## src/design/bba_pkg.sv

```systemverilog
`default_nettype none
package bba_pkg;

  localparam int MAX_BLOCKS  = 1024;
  localparam int WORD_BITS   = 32;
  localparam int WORDS       = (MAX_BLOCKS + WORD_BITS - 1) / WORD_BITS;
  localparam int BLK_W       = 10;
  localparam int CNT_W       = 11;
  localparam int BIT_IDX_W   = $clog2(WORD_BITS);
  localparam int WORD_IDX_W  = $clog2(WORDS);
  localparam int FULL_W      = CNT_W - BIT_IDX_W;
  localparam logic [CNT_W-1:0] BLOCK_COUNT_RESET = CNT_W'(MAX_BLOCKS);

  typedef enum logic {
    OP_ALLOC = 1'b0,
    OP_FREE  = 1'b1
  } opcode_t;

  typedef struct packed {
    opcode_t          opcode;
    logic [BLK_W-1:0] release_block;
  } req_t;

  typedef struct packed {
    logic             found;
    logic [BLK_W-1:0] granted_block;
  } rsp_t;

  typedef enum logic {
    ST_IDLE,
    ST_SCAN
  } state_t;

endpackage
`default_nettype wire

```

## src/design/bitmap_block_allocator.sv

```systemverilog
// A free answers with done strobed the cycle after start; an allocate enters the
//   scan and checks one bitmap word per cycle until it finds a free bit or ends.
// One request in flight; a free is ready again the next cycle, an allocate holds
//   busy until its scan ends.
// Reset (rst, sync, active high): bitmap all free, block_count = 1024, idle.
// Results are strobed for one cycle on done; the receiver cannot stall.
`default_nettype none
module bitmap_block_allocator (
  input  wire logic                     clk,
  input  wire logic                     rst,
  input  wire logic                     start,
  output logic                          busy,
  input  wire bba_pkg::req_t            req,
  input  wire logic                     cfg_we,
  input  wire logic [bba_pkg::CNT_W-1:0] cfg_data,
  output logic                          done,
  output bba_pkg::rsp_t                 rsp
);
  import bba_pkg::*;

  // lowest set bit of a word
  function automatic logic [BIT_IDX_W-1:0] lowest_set(input logic [WORD_BITS-1:0] v);
    logic [BIT_IDX_W-1:0] idx;
    idx = '0;
    for (int b = WORD_BITS - 1; b >= 0; b--) begin
      if (v[b]) idx = BIT_IDX_W'(b);
    end
    return idx;
  endfunction

  // usage bitmap: 1 = block in use
  logic [WORD_BITS-1:0]  bitmap [WORDS];
  logic [CNT_W-1:0]      block_count;
  state_t                state, state_next;
  logic [WORD_IDX_W-1:0] scan_idx, scan_idx_next;
  logic                  done_next;
  rsp_t                  rsp_next;

  // single shared word port
  logic                  wr_en;
  logic [WORD_IDX_W-1:0] wr_idx;
  logic [WORD_BITS-1:0]  wr_data;
  logic [WORD_IDX_W-1:0] rd_idx;
  logic [WORD_BITS-1:0]  rd_word;

  // effective count, saturated to the bitmap size
  logic [CNT_W-1:0]      eff_count;
  logic [FULL_W-1:0]     full_words;
  logic [BIT_IDX_W-1:0]  rem_bits;
  logic [WORD_BITS-1:0]  scan_mask;
  logic [WORD_BITS-1:0]  free_bits;
  logic [BIT_IDX_W-1:0]  hit_bit;
  logic                  last_word;
  logic [BIT_IDX_W-1:0]  req_bit;

  assign eff_count  = (block_count > BLOCK_COUNT_RESET) ? BLOCK_COUNT_RESET : block_count;
  assign full_words = eff_count[CNT_W-1:BIT_IDX_W];
  assign rem_bits   = eff_count[BIT_IDX_W-1:0];
  assign req_bit    = req.release_block[BIT_IDX_W-1:0];

  assign rd_idx  = (state == ST_IDLE) ? req.release_block[BLK_W-1:BIT_IDX_W] : scan_idx;
  assign rd_word = bitmap[rd_idx];

  // bits of the scanned word that lie below the count
  always_comb begin
    if (FULL_W'(scan_idx) < full_words) begin
      scan_mask = '1;
    end else if (FULL_W'(scan_idx) == full_words) begin
      scan_mask = ~({WORD_BITS{1'b1}} << rem_bits);
    end else begin
      scan_mask = '0;
    end
  end

  assign free_bits = ~rd_word & scan_mask;
  assign hit_bit   = lowest_set(free_bits);
  // nothing managed past the partially covered word
  assign last_word = (scan_idx == WORD_IDX_W'(WORDS - 1)) ||
                     (FULL_W'(scan_idx) >= full_words);

  always_ff @(posedge clk) begin
    if (rst) begin
      state       <= ST_IDLE;
      scan_idx    <= '0;
      done        <= 1'b0;
      block_count <= BLOCK_COUNT_RESET;
      for (int w = 0; w < WORDS; w++) bitmap[w] <= '0;
    end else begin
      state    <= state_next;
      scan_idx <= scan_idx_next;
      done     <= done_next;
      if (cfg_we) block_count <= cfg_data;
      if (wr_en) bitmap[wr_idx] <= wr_data;
    end
  end

  // result payload, qualified by done
  always_ff @(posedge clk) begin
    rsp <= rsp_next;
  end

  always_comb begin
    state_next    = state;
    scan_idx_next = scan_idx;
    done_next     = 1'b0;
    rsp_next      = rsp;
    wr_en         = 1'b0;
    wr_idx        = rd_idx;
    wr_data       = rd_word;
    unique case (state)
      ST_IDLE: begin
        if (start) begin
          if (req.opcode == OP_FREE) begin
            done_next = 1'b1;
            rsp_next  = '0;
            // frees at or past the count are dropped
            if ({1'b0, req.release_block} < eff_count) begin
              wr_en   = 1'b1;
              wr_data = rd_word & ~(WORD_BITS'(1) << req_bit);
            end
          end else begin
            state_next    = ST_SCAN;
            scan_idx_next = '0;
          end
        end
      end
      ST_SCAN: begin
        if (|free_bits) begin
          wr_en                  = 1'b1;
          wr_data                = rd_word | (WORD_BITS'(1) << hit_bit);
          done_next              = 1'b1;
          rsp_next.found         = 1'b1;
          rsp_next.granted_block = BLK_W'({scan_idx, hit_bit});
          state_next             = ST_IDLE;
        end else if (last_word) begin
          done_next  = 1'b1;
          rsp_next   = '0;
          state_next = ST_IDLE;
        end else begin
          scan_idx_next = scan_idx + WORD_IDX_W'(1);
        end
      end
      default: state_next = ST_IDLE;
    endcase
  end

  assign busy = (state != ST_IDLE);

endmodule
`default_nettype wire

```

## config.mk

```make
export PLATFORM = sky130hd
export DESIGN_NAME = bitmap_block_allocator
export DESIGN_NICKNAME = d
export VERILOG_FILES = /design/src/design/bba_pkg.sv /design/src/design/bitmap_block_allocator.sv
export SDC_FILE = /design/constraint.sdc
export NUM_CORES = 2
export LEC_CHECK = 0
export ABC_CLOCK_PERIOD_IN_PS = 10500
export BUFFER_PORTS_ARGS = -buffer_cell sky130_fd_sc_hd__buf_4
export CAP_MARGIN = 20
export CORE_MARGIN = 5
export CORE_UTILIZATION = 65
export DETAILED_ROUTE_END_ITERATION = 10
export PLACE_DENSITY_LB_ADDON = 0.05
export SYNTH_ARGS = -nofsm -noshare
export SYNTH_HDL_FRONTEND = slang
export SYNTH_SLANG_ARGS = --single-unit
```

## constraint.sdc

```tcl
create_clock -name clk -period 10.5 [get_ports clk]
set_input_delay 2.1 -clock clk [delete_from_list [all_inputs] [get_ports clk]]
set_output_delay 2.1 -clock clk [all_outputs]
set_load 0.02 [all_outputs]
```

==> impl_metrics.json <==
{
  "die-area_um2": 78900,
  "synth_edf_count": 1035,
  "hold_buffers": 0,
  "most-common-layout-cells": "nor2_1 (1082), edfxtp_1 (1035), mux2i_1 (304)",
  "grt-ovfl-total": 0,
  "switching_share_pct": 27.1,
  "drive_above_1_share_pct": 13.0,
  "first_pass_iters": 8,
  "p_int_mw": 7.19,
  "place_inst": 4770,
  "power.leakage_nw": 18.5,
  "initial_utilization_pct": 65.5,
  "synthFlopType": "edfxtp_1",
  "grt.total_usage_pct": 50.8,
  "cp.arrival_ns": 9.57,
  "post_cts_buffers": 0,
  "clock_path_buffers": 3,
  "clk_latency_ns": 0.72,
  "ctsResizeCount": 0,
  "period_needed_ns": 9.41,
  "slew_headroom_pct": -0.746,
  "placement.cell_area_um2": 49700,
  "cts_tree": "yes",
  "endpoint_kind": "flip-flop",
  "grt_max_degree": 70,
  "start_kind": "input pin",
  "critPathMaxFanout": 33,
  "drc": 0,
  "cp.required_ns": 10.66,
  "ys_ff_latch": 1053,
  "grt_pass1_wl_mm": 277,
  "dr.first_iter.drc_count": 7945,
  "hold_path_class": "reg -> reg",
  "drv_cap": 0,
  "avgSynthCellArea_um2": 12.0,
  "htreeDepth": 3,
  "violations": "max-slew violations",
  "power_mw": 9.87,
  "hpwl_mm": 129,
  "clock_power_share_pct": 38.5,
  "antenna_found_initial": 15,
  "fin_nets": 3970,
  "yosysWarnings": 0,
  "fin_worst_skew_ns": 0.0590,
  "max_freq_ghz": 0.106,
  "viasPerCell": 7.64,
  "synthArstFlopShare_pct": 0,
  "seqPwrFrac_pct": 48.7,
  "final_common_cell": "nor2_1",
  "rsz0062_at_grt": "false",
  "ant_nets": 0,
  "place_ws_ns": 1.06,
  "cts-root-buf": "clkbuf_16",
  "worst_slew_pin_slew_ns": 1.51,
  "coreArea_um2": 72800,
  "syn_nets": 4017,
  "syn_inst": 3975,
  "finalSetupViolCount": 0,
  "vias": 37900,
  "wl_per_cell_um": 40.7,
  "syn_area_um2": 47700,
  "path_class": "in -> reg",
  "fin_area_um2": 53300,
  "clock_sinks": 1053,
  "ys_seq_area_share_pct": 65.9,
  "finalHoldViolCount": 0,
  "status": "complete, but fails checks",
  "vdd_drop_max_v": 0.000154,
  "power.density_nw_per_um2": 185,
  "ioPinCount": 39,
  "wirelength_mm": 202,
  "switching_power_mw": 2.68,
  "cts_buffers": 102,
  "final_cells": 4970,
  "io_buffers": 38,
  "finalWorstSetupSlack_ns": 1.09,
  "die_x_um": 281,
  "syn2layout_area_growth_pct": 11.7,
  "fin_setup_tns_ns": 0,
  "place_congestion": 1.09,
  "grt_pass1_vias": 36200,
  "combPwrFrac_pct": 12.7,
  "clkSlewWorstSetupHoldPaths_ns": 0.06,
  "final_max_slew_viol_count": 8,
  "dieHeight_um": 281,
  "fp-row-count": 99,
  "yosys.cell_types.count": 85,
  "post-route-period-util_pct": 89.6
}
-- path summary, 6_finish.rpt --
kind                                from  slack, ns  cells after the start                          end
max                               req[6]       1.09                     14  bitmap[13][2]$_SDFFCE_PN0P_
min          block_count[6]$_SDFFE_PP0P_       0.50                      2  block_count[6]$_SDFFE_PP0P_
max reg2reg              busy$_SDFF_PP0_       1.45                     13  bitmap[13][2]$_SDFFCE_PN0P_
min reg2reg  block_count[6]$_SDFFE_PP0P_       0.50                      2  block_count[6]$_SDFFE_PP0P_
-- through the flow --
step                util [%]  hold slack, ns
floorplan                  -           0.462
global placement        68.0           0.483
detailed placement      68.3           0.489
CTS                     72.9           0.502
global route            73.1           0.533
finish                  73.1           0.500
-- kinds of logic (layout without fill, tap and decap cells) --
logic type	after synthesis	after routing	share of synthesized area (%)
adders and majority gates	16	16	0.420
buffers and inverters	377	409	3.52
DFF	1053	1053	65.9
and+or+nand+nor	1522	1522	13.7
muxes	337	337	7.74
AOI/OAI and AO/OA	670	670	8.69
other	0	4	0
-- power groups by stage --
stage | logic (mW) | clock network [mW] | registers, mW
2_1_floorplan | 0.594 | 0 | 4.88
3_3_place_gp | 1.14 | 0 | 4.89
3_5_place_dp | 1.16 | 0 | 4.90
4_1_cts | 1.17 | 3.76 | 4.81
5_1_grt | 1.24 | 3.94 | 4.82
6_report | 1.26 | 3.80 | 4.81
-- layout make-up --
class | instances | area [um2]
Multi-Input combinational cell | 2545 | 15300
Fill cell | 4490 | 19600
Antenna cell | 4 | 10.0
Sequential cell | 1053 | 31400
Clock inverter | 58 | 719
Clock buffer | 125 | 2700
Timing Repair Buffer | 216 | 1840
Inverter | 10 | 37.5
Tap cell | 959 | 1200
-- critical path, cell delays in order --
cell      delay [ns]
buf_4           0.15
mux2i_4         0.46
buf_4           0.49
o21ai_2         0.29
buf_4           0.35
o22ai_1         0.88
and4b_1         0.37
o211ai_1        0.15
nand4_1         0.20
nor2_1          0.27
nand4_1         0.54
a32oi_1         1.31
nand2b_2        1.00
nand2b_2        0.87
-- synth_stat cells, drive strengths merged (4+ instances only) --
cell type     n  area, um2
buf         184        955
a21oi       102        510
and3         15       93.8
nor4b         5       50.0
nand2b       55        344
ha           16        200
nor4         51        334
nand4        22        138
o21a         17        128
mux2i       306       3060
and3b         7       61.3
nor3b         9       67.6
nor4bb        7       70.1
a21o          7       52.6
or2          13       81.3
edfxtp     1035      31100
a22oi        28        215
nor2b        11       68.8
a41oi        36        315
a21boi        5       37.5
dfxtp        18        360
nor3         13       65.1
mux4         25        563
mux2          6       67.6
clkbuf      183        687
o21ai       222       1110
nand4bb       4       45.0
a41o          4       40.0
and4b         7       70.1
and2          7       43.8
a32oi         9       78.8
inv          10       37.5
nand4b        9       78.8
a22o          7       61.3
nand2       161        604
a2111oi       7       61.3
o211ai        8       60.1
nor2       1084       4070
a31oi        35        219
nand3        26        130
o22ai       148        926
-- sequential cells by signal, indices dropped and copies added, names as in the netlist --
register	count
bitmap	1024
block_count	11
busy	1
done	1
rsp	11
scan_idx	5
-- routing by layer --
layer,GRT usage (%),vias up,part of all wire (%)
met2,72.8,4295,41
met5,1.89,-,0.14
li1,-,14400,-
met1,62.3,18100,30
met3,21.1,1129,18
met4,36.6,18,10
Note: power is estimated with default switching activity, not from simulation.
